--- src/rtl/bpp_pkg.sv ---
// Package for the byte pattern patcher.
// Holds the payload structs and the configuration register indexes.
// No dependencies.
`default_nettype none

package bpp_pkg;

  localparam int PAT_BYTES = 8;
  localparam int CFG_IDX_W = 3;
  localparam int CFG_DATA_W = 64;

  typedef enum logic [CFG_IDX_W-1:0] {
    CFG_SEARCH_PATTERN  = 3'd0,
    CFG_SEARCH_LEN      = 3'd1,
    CFG_REPLACE_PATTERN = 3'd2,
    CFG_REPLACE_LEN     = 3'd3,
    CFG_MAX_HITS        = 3'd4,
    CFG_WINDOW_START    = 3'd5,
    CFG_WINDOW_END      = 3'd6
  } cfg_idx_t;

  typedef struct packed {
    logic [7:0] data_byte;
    logic       in_last;
  } in_item_t;

  typedef struct packed {
    logic [7:0]  out_byte;
    logic        out_last;
    logic [31:0] hit_count;
  } out_item_t;

endpackage

`default_nettype wire

--- src/rtl/byte_pattern_patcher.sv ---
// Byte pattern patcher top level: streaming search and replace over an image.
// Uses bpp_pkg for payload structs and register indexes.
//
//   channel  direction  handshake            payload
//   in       input      in_valid / in_stall  in_item  (bpp_pkg::in_item_t)
//   out      output     out_valid/ out_stall out_item (bpp_pkg::out_item_t)
//   cfg      input      cfg_valid/ cfg_ready cfg_index, cfg_data
//
// One byte per cycle in steady state: the window fills to MAX_PATTERN bytes,
// then each cycle compares the head, patches, emits it and takes a new byte.
// A byte with in_last starts a drain of the window, one byte a cycle while
// out_stall allows; in_stall stays high for the drain. Synchronous reset clears
// stream state and configuration registers, but sets window_end to all ones.
// out_stall holds the output register; a full window then stalls the input.
`default_nettype none

module byte_pattern_patcher #(
  parameter int MAX_PATTERN = 8,
  parameter int ADDR_BITS   = 32
) (
  input  wire logic                            clk,
  input  wire logic                            rst,
  input  wire logic                            in_valid,
  output      logic                            in_stall,
  input  wire bpp_pkg::in_item_t               in_item,
  output      logic                            out_valid,
  input  wire logic                            out_stall,
  output      bpp_pkg::out_item_t              out_item,
  input  wire logic                            cfg_valid,
  output      logic                            cfg_ready,
  input  wire logic [bpp_pkg::CFG_IDX_W-1:0]   cfg_index,
  input  wire logic [bpp_pkg::CFG_DATA_W-1:0]  cfg_data
);

  localparam int PAT_LIMIT = (MAX_PATTERN < bpp_pkg::PAT_BYTES) ? MAX_PATTERN
                                                                : bpp_pkg::PAT_BYTES;
  localparam int FW    = $clog2(MAX_PATTERN + 1);
  localparam int LW    = (FW > 4) ? FW : 4;
  localparam int CMP_W = ((ADDR_BITS > 32) ? ADDR_BITS : 32) + 1;

  // configuration registers
  logic [63:0] search_pattern;
  logic [3:0]  search_len;
  logic [63:0] replace_pattern;
  logic [3:0]  replace_len;
  logic [31:0] max_hits;
  logic [31:0] window_start;
  logic [31:0] window_end;

  // stream state
  logic [7:0]           win      [MAX_PATTERN];
  logic [7:0]           win_next [MAX_PATTERN];
  logic [7:0]           pw       [MAX_PATTERN];
  logic [FW-1:0]        fill, fill_next, fill_after;
  logic [ADDR_BITS-1:0] addr, addr_next;
  logic [31:0]          hits, hits_next, hits_inc;
  logic [3:0]           skip, skip_next;
  logic                 drain, drain_next;

  logic       out_free, emit_go, accept, len_ok, cap_hit, in_range, bytes_eq;
  logic       match, last_out;
  logic [3:0] lim;

  assign cfg_ready = 1'b1;
  assign out_free  = !out_valid || !out_stall;
  assign emit_go   = (fill == FW'(MAX_PATTERN) || (drain && fill != '0)) && out_free;
  assign in_stall  = drain || (fill == FW'(MAX_PATTERN) && !out_free);
  assign accept    = in_valid && !in_stall;
  assign last_out  = drain && fill == FW'(1);

  always_comb begin
    len_ok = search_len != 4'd0 && replace_len != 4'd0 &&
             search_len <= 4'(PAT_LIMIT) && replace_len <= 4'(PAT_LIMIT);
    cap_hit = max_hits != 32'd0 && hits >= max_hits;
    lim = (search_len > replace_len) ? search_len : replace_len;
    // the image length clip reduces to the window fill check
    in_range = CMP_W'(addr) >= CMP_W'(window_start) &&
               CMP_W'(addr) + CMP_W'(lim) <= CMP_W'(window_end) &&
               LW'(lim) <= LW'(fill);
    bytes_eq = 1'b1;
    for (int i = 0; i < PAT_LIMIT; i++) begin
      if (4'(i) < search_len && win[i] != search_pattern[8*i +: 8]) begin
        bytes_eq = 1'b0;
      end
    end
    match = emit_go && skip == 4'd0 && len_ok && !cap_hit && in_range && bytes_eq;
    hits_inc = hits + 32'(match);

    for (int i = 0; i < MAX_PATTERN; i++) begin
      pw[i] = win[i];
    end
    for (int i = 0; i < PAT_LIMIT; i++) begin
      if (match && 4'(i) < replace_len) begin
        pw[i] = replace_pattern[8*i +: 8];
      end
    end
  end

  always_comb begin
    fill_after = fill - FW'(emit_go);
    for (int i = 0; i < MAX_PATTERN; i++) begin
      if (emit_go && i < MAX_PATTERN - 1) begin
        win_next[i] = pw[(i < MAX_PATTERN - 1) ? i + 1 : i];
      end else begin
        win_next[i] = win[i];
      end
      if (accept && fill_after == FW'(i)) begin
        win_next[i] = in_item.data_byte;
      end
    end
    fill_next  = fill_after + FW'(accept);
    addr_next  = addr + ADDR_BITS'(emit_go);
    hits_next  = hits_inc;
    skip_next  = skip;
    drain_next = drain || (accept && in_item.in_last);
    if (emit_go) begin
      if (skip != 4'd0) begin
        skip_next = skip - 4'd1;
      end else if (match) begin
        skip_next = search_len - 4'd1;
      end
    end
    if (emit_go && last_out) begin
      fill_next  = '0;
      addr_next  = '0;
      hits_next  = '0;
      skip_next  = '0;
      drain_next = 1'b0;
    end
  end

  always_ff @(posedge clk) begin
    for (int i = 0; i < MAX_PATTERN; i++) begin
      win[i] <= win_next[i];
    end
    if (emit_go) begin
      out_item.out_byte  <= pw[0];
      out_item.out_last  <= last_out;
      out_item.hit_count <= hits_inc;
    end
    if (rst) begin
      fill      <= '0;
      addr      <= '0;
      hits      <= '0;
      skip      <= '0;
      drain     <= 1'b0;
      out_valid <= 1'b0;
    end else begin
      fill  <= fill_next;
      addr  <= addr_next;
      hits  <= hits_next;
      skip  <= skip_next;
      drain <= drain_next;
      if (emit_go) begin
        out_valid <= 1'b1;
      end else if (!out_stall) begin
        out_valid <= 1'b0;
      end
    end
  end

  always_ff @(posedge clk) begin
    if (rst) begin
      search_pattern  <= '0;
      search_len      <= '0;
      replace_pattern <= '0;
      replace_len     <= '0;
      max_hits        <= '0;
      window_start    <= '0;
      window_end      <= '1;
    end else if (cfg_valid && cfg_ready) begin
      case (cfg_index)
        bpp_pkg::CFG_SEARCH_PATTERN:  search_pattern  <= cfg_data;
        bpp_pkg::CFG_SEARCH_LEN:      search_len      <= cfg_data[3:0];
        bpp_pkg::CFG_REPLACE_PATTERN: replace_pattern <= cfg_data;
        bpp_pkg::CFG_REPLACE_LEN:     replace_len     <= cfg_data[3:0];
        bpp_pkg::CFG_MAX_HITS:        max_hits        <= cfg_data[31:0];
        bpp_pkg::CFG_WINDOW_START:    window_start    <= cfg_data[31:0];
        bpp_pkg::CFG_WINDOW_END:      window_end      <= cfg_data[31:0];
        default: ;
      endcase
    end
  end

  a_fill_bound: assert property (@(posedge clk) disable iff (rst)
    fill <= FW'(MAX_PATTERN))
    else $error("window fill above depth");

  a_skip_bound: assert property (@(posedge clk) disable iff (rst)
    skip < 4'(PAT_LIMIT))
    else $error("skip count above pattern limit");

  a_last_drains: assert property (@(posedge clk) disable iff (rst)
    accept && in_item.in_last |=> drain)
    else $error("last transfer did not start drain");

endmodule

`default_nettype wire
--- config.mk ---
export PLATFORM = sky130hd
export DESIGN_NAME = byte_pattern_patcher
export DESIGN_NICKNAME = d
export VERILOG_FILES = /design/src/rtl/bpp_pkg.sv /design/src/rtl/byte_pattern_patcher.sv
export SDC_FILE = /design/constraint.sdc
export NUM_CORES = 1
export LEC_CHECK = 0
export ABC_AREA = 1
export BUFFER_PORTS_ARGS = -buffer_cell sky130_fd_sc_hd__buf_2
export CAP_MARGIN = 5
export CORE_ASPECT_RATIO = 1.5
export CORE_UTILIZATION = 40
export DETAILED_ROUTE_END_ITERATION = 16
export PLACE_DENSITY = 0.57
export SYNTH_ARGS = -nofsm -noshare
export SYNTH_HDL_FRONTEND = slang
export SYNTH_SLANG_ARGS = --single-unit
--- constraint.sdc ---
create_clock -name clk -period 5.7 [get_ports clk]
set_input_delay 0.285 -clock clk [delete_from_list [all_inputs] [get_ports clk]]
set_output_delay 0.285 -clock clk [all_outputs]
set_load 0.005 [all_outputs]
==> flow_summary.ini, run 1 <==
[run_status]
status = finished with violations
violations = negative setup slack

[cts]
clk_pin_slew_worst_paths_ns = 0.06
htreeDepth = 2
cts_buffers = 45
clock_latency_ns = 0.60
root_buffer = clkbuf_16
cts_tree = done
cts.sinks = 411
cts_buffer_depth = 3

[floorplanning]
dieArea_um2 = 53900
core_um2 = 51900
die_h_um = 284
die_x_um = 190
start_util_pct = 40.8
pin_count = 125
rows = 102

[finish]
mostFrequentLayoutCells = 497 x nand2_1, 382 x inv_1, 307 x nor2_1
multi_input_area_um2 = 10500
final_util_pct = 49.2
seqCellArea_um2 = 9280
n_antenna_cell = 0
final_area_um2 = 25500
layout_commonest_cell = nand2_1
final_nets = 3212
n_fill_cell = 5131
area_delta_synth_final_pct = 20.6
drive_above_1_share_pct = 15.3

[global_routing]
grt_max_degree = 141
overflow = 0
track_usage_pct = 24.7
grt_pass1_wl_um = 102000
antenna_found_initial = 1
grt_pass1_vias = 18426

[power_and_ir_drop]
p_leak_nw = 11.3
power_density_nw_per_um2 = 321
vdd_drop_max_v = 0.000291

[sta]
layout_setup_ws_ns = -0.505
skew_ns = 0.0205
min_period_ns = 6.21
max_slew_margin_pct = 27.8
tightest_slew_ns = 1.08
rsz0062_at_grt = yes
setup_viol = 37
finalHoldViolCount = 0
fin_crit_sh_pct = 109
final_max_slew_viol_count = 0
max_freq_mhz = 161

[worst_hold_path]
hold_class = in2reg
hold_path.startpoint = cfg_data[5]
min_to = window_end[5]
whs_path_depth = 3

[route]
vias = 18848
drtPass1Iterations = 5
drc = 0
routed_wl_um = 66700
ant_nets = 0
routedWlPerCell_um = 17.9
drt_iter0_markers = 876
viasPerCell = 5.07

[worst_setup_path]
r2r_cells = 51
slowest_delay_ns = 0.33
regToRegEndpoint = out_item[30]
required_ns = 6.04
crit_path_frequent_cell = nand2_2
crit_type = reg2reg
crit_fanout = 8
arrival_ns = 6.54
cp-start-kind = register
cp-end-kind = register
cpMaxStageDelayCell = dfxtp_2
reg2reg_from = replace_len[1]
ff2ff_setup_slack_ns = -0.51

[synth]
ys_seq_area_share_pct = 43.8
syn-mean-instance-area_um2 = 7.61
synthDistinctLibCells = 45
async_flop_share_pct = 0
yosys_warnings = 0
synthFlopType = dfxtp_1
ys_ff_latch = 411
syn_area_um2 = 21200
syn_inst = 2782
synth_edf_count = 105
syn-num-nets = 2984

[placement]
place_congestion = 0.920
dp_hpwl_um = 49300
placed_area_um2 = 23100
io_buffers = 123

[flow_run]
max-cap-violations = 0
## cell usage after synthesis (6+ instances only)
cell        n  area share, %
nor4_2      7           0.41
nand2_4     6           0.32
nand2_1   513            9.1
ha_1      120            7.1
a21oi_1   213            5.0
clkbuf_1   79            1.4
buf_2       6           0.14
nor2_1    327            5.8
nand4_1    31           0.92
xnor2_1    56            2.3
xor2_1     49            2.0
dfxtp_1   306             29
or2_2       9           0.27
nor3_1     38           0.90
nor2_2     10           0.30
clkinv_1    7           0.12
nand3_1   171            4.0
inv_1     394            7.0
o211ai_1   33            1.2
o21ai_0   229            5.4
inv_2      13           0.23
edfxtp_1  105             15
nor4_1     17           0.50
## flip-flops by register name, indices dropped and copies added (netlist names), 4 cells and up
register / count
replace_pattern: 64
search_pattern: 64
win: 64
out_item: 41
addr: 32
hits: 32
max_hits: 32
window_end: 32
window_start: 32
fill: 4
replace_len: 4
search_len: 4
skip: 4
## critical path: cells and delay by family, from the launching register on
family	cells	cell delay, ns
flops	1	0.33
fa+ha+maj	5	1.15
simple gates	34	3.31
xor+xnor	1	0.19
compound gates	3	0.37
buf+inv	8	0.59
## layer usage
metal / track usage [%] / vias to the layer above / routed length [um] / part of all wire (%)
met5: 0 / - / 0 / 0
met3: 2.78 / 146 / 2280 / 3.4
met1: 26.5 / 8787 / 25700 / 39
met4: 11.9 / 0 / 3460 / 5.2
li1: - / 9478 / - / -
met2: 46.9 / 437 / 35200 / 53
## area by class of cell
| class | instances | area share, % |
|---|---|---|
| multi-input cells | 1870 | 41.2 |
| flip-flops and latches | 411 | 36.4 |
| repair buffers | 268 | 7.38 |
| inverters | 414 | 6.13 |
| clock buffers | 60 | 4.99 |
| well taps | 676 | 3.31 |
| clock inverters | 22 | 0.642 |
## power breakdown
group          internal [mW]  switching, mW
logic                  0.548           1.10
registers               3.47          0.184
clock network           1.63           1.26
total                   5.64           2.54
## stage by stage
| stage | setup slack (ns) | setup TNS (ns) | power [mW] | hold slack (ns) | instances |
|---|---|---|---|---|---|
| 3_5_place_dp | -0.760 | -16.39 | 5.33 | 0.448 | 3583 |
| 4_1_cts | -0.515 | -8.59 | 8.25 | 0.00598 | 3706 |
| 3_3_place_gp | -0.648 | -11.75 | 5.30 | 0.441 | 3583 |
| 6_report | -0.505 | -11.71 | 8.18 | 0.0238 | 3721 |
| 5_1_grt | -0.918 | -28.88 | 8.56 | 0.0334 | 3721 |
| 2_1_floorplan | -0.0373 | -0.0373 | 4.69 | 0.384 | 2782 |
## worst max-delay path by stage
stage / startpoint / end / slack, ns / depth (start not counted)
6_report: replace_len[1] / out_item[30] / -0.51 / 51
5_1_grt: replace_len[1] / out_item[30] / -0.92 / 52
4_1_cts: replace_len[1] / out_item[30] / -0.51 / 52
3_5_place_dp: replace_len[1] / out_item[30] / -0.76 / 51
3_3_place_gp: replace_len[1] / out_item[30] / -0.65 / 51
2_1_floorplan: replace_len[1] / out_item[30] / -0.04 / 51
## logic make-up after synthesis
group / Yosys count / share of synthesized area [%]
compound gates: 492 / 12.1
xor+xnor: 105 / 4.34
fa+ha+maj: 121 / 7.18
buf+inv: 501 / 8.99
flops: 411 / 43.8
mux: 1 / 0.0532
other cells: 1 / 0.0177
simple gates: 1150 / 23.5
## what timing repair did
item | in CTS | in global routing
pin swaps | 16 | 36
setup endpoints to repair | 41 | 60
resized for setup | 51 | 73
endpoints found under the hold margin | 61 | 0
hold buffers | 33 | 0
gates cloned | 0 | 0
setup buffers | 9 | 17
No activity file was read; power rests on OpenSTA's default activity.
==> inputs of run 2 (changes only) <==
Settings changed: ABC_AREA 1 to default, CELL_PAD_IN_SITES_DETAIL_PLACEMENT from default to 1, CELL_PAD_IN_SITES_GLOBAL_PLACEMENT from default to 1, PLACE_DENSITY 0.57 to 0.72.
==> flow_summary.ini, run 2 <==
[floorplanning]
core_um2 = 52600
die_x_um = 190
pin_count = 125
dieArea_um2 = 54000
rows = 103
die_h_um = 284
start_util_pct = 40.4

[synth]
ys_ff_latch = 411
synth_edf_count = 105
async_flop_share_pct = 0
yosys-top-cells-count = 575 x nand2_1, 306 x dfxtp_1, 247 x a21oi_1
yosysMostFrequentCell = nand2_1
syn-num-nets = 2718
synth_compound_area_share_pct = 12.9
synth_top_family_by_area = simple AND/OR/NAND/NOR gates
syn_area_um2 = 21200
synthFlopType = dfxtp_1
synth_top_cell_area_share_pct = 28.9
synthDistinctLibCells = 66
yosys.area_share.adder_pct = 7.17
ys_seq_area_share_pct = 43.7
synthTopCellsByArea = dfxtp_1 29%, edfxtp_1 15%, nand2_1 10%
yosysTopAreaCell = dfxtp_1
synthMuxAreaShare_pct = 0.955
syn_inst = 2516
syn-mean-instance-area_um2 = 8.44
synth-simple-area-share_pct = 23.0
yosys_warnings = 0
synth-xor-area-share_pct = 6.39

[worst_setup_path]
critical-path-top-delay-family = simple AND/OR/NAND/NOR gates
crit_type = reg2reg
required_ns = 6.05
cpMaxStageDelayCell = or4b_4
cp-end-kind = register
arrival_ns = 6.56
cp_num_buf_inv = 2
crit_fanout = 6
slowest_delay_ns = 0.58
cp-start-kind = register

[finish]
layout.cells.non_filler = 3403
area_delta_synth_final_pct = 21.3
mostFrequentLayoutCells = 565 x nand2_1, 304 x dfxtp_1, 240 x a21oi_1
final_area_um2 = 25800
n_antenna_cell = 0
layout_commonest_cell = nand2_1
top_regs = replace_pattern (64), search_pattern (64), win (64)
final_util_pct = 49.0
drive_above_1_share_pct = 15.1
n_fill_cell = 6164
final_nets = 2889

[global_routing]
use_met1_pct = 29.6
overflow = 0
grt_pass1_wl_um = 112000
track_usage_pct = 26.6
grt_max_degree = 115
grt_pass1_vias = 19859
global_route.usage.met3_pct = 3.10
antenna_found_initial = 1
grt.busiest_layer = met2
grt_use_met2_pct = 49.0

[route]
drtPass1Iterations = 5
ant_nets = 0
routed_wl_um = 74300
drc = 0
vias = 19049
routedWlPerCell_um = 21.8
viasPerCell = 5.60
drt_iter0_markers = 945

[power_and_ir_drop]
vdd_drop_max_v = 0.000275
p_leak_nw = 10.6
power_density_nw_per_um2 = 325

[placement]
placed_cells = 3242
dp_hpwl_um = 50100
place_congestion = 0.919
placed_area_um2 = 22800
io_buffers = 123

[cts]
cts.sinks = 411
root_buffer = clkbuf_16
cts_buffers = 43
htreeDepth = 2
clk_pin_slew_worst_paths_ns = 0.06
cts_buffer_depth = 3
cts_tree = done
clock_latency_ns = 0.62

[run_status]
status = finished with violations
violations = negative setup slack

[sta]
skew_ns = 0.0459
final_max_slew_viol_count = 0
max_freq_mhz = 161
layout_setup_ws_ns = -0.506
max_slew_margin_pct = 13.6
min_period_ns = 6.21
totalNegativeSetupSlack_ns = -35.54
setup_viol = 110
hold_ws_ns = 0.0291
finalHoldViolCount = 0
fin_crit_sh_pct = 109
tightest_slew_ns = 1.29
rsz0062_at_grt = yes

[worst_hold_path]
hold_class = in2reg

[flow_run]
max-cap-violations = 0
[run 2: power breakdown]
group	internal, mW	switching (mW)	leakage [nW]
logic	0.581	0.993	6.46
clock network	1.77	1.28	0.739
registers	3.47	0.275	3.45
[run 2: area by class of cell]
cell class                 count  area, um2  share of cell area (%)
clock buffer                  56       1200                    4.68
clock inverter                23        309                    1.20
inverter                     182        683                    2.65
multi-input combinational   1780      11300                    44.0
sequential                   411       9280                    36.0
tap                          682        853                    3.31
timing repair buffer         269       2090                    8.11
[run 2: through the flow]
stage / setup WS (ns) / power (mW)
floorplan: -0.405 / 4.66
global placement: -0.506 / 5.25
detailed placement: -0.676 / 5.32
CTS: -0.297 / 8.41
global route: -0.781 / 8.71
finish: -0.506 / 8.37
[run 2: kinds of logic after synthesis]
kind of cell               Yosys count
AOI/OAI and AO/OA                  444
xor gates and xnor gates           155
adders and majority gates          121
buffers and inverters              325
DFF                                411
muxes                               19
other                                1
and+or+nand+nor                   1040
[run 2: final timing paths]
| kind | from | endpoint | slack [ns] | cells after the start |
|---|---|---|---|---|
| worst max-delay path | replace_len[1] | out_item[30] | -0.51 | 33 |
| worst min-delay path | cfg_data[18] | max_hits[18] | 0.03 | 3 |
| worst max register to register | replace_len[1] | out_item[30] | -0.51 | 33 |
| worst min register to register | window_start[30] | window_start[30] | 0.45 | 2 |
[run 2: metal layers]
layer / part of all wire (%) / up-vias
li1: - / 8973
met1: 39 / 9427
met2: 52 / 451
met3: 3.4 / 198
met4: 5.7 / 0
met5: 0 / -
[run 2: what timing repair did]
item | 4_1_cts | 5_1_grt
hold endpoints to repair | 80 | 0
buffers inserted | 25 | 21
endpoints found under the setup margin | 107 | 122
cloned | 0 | 12
resized for setup | 45 | 68
hold buffers | 37 | 0
pin swaps | 27 | 42
[run 2: worst register-to-register path: cells and delay by family, from the launching register on]
kind / cells / cell delay [ns]
AOI/OAI and AO/OA: 9 / 1.52
DFF: 1 / 0.33
buffers and inverters: 2 / 0.14
adders and majority gates: 6 / 1.30
xor gates and xnor gates: 2 / 0.30
and+or+nand+nor: 14 / 2.39
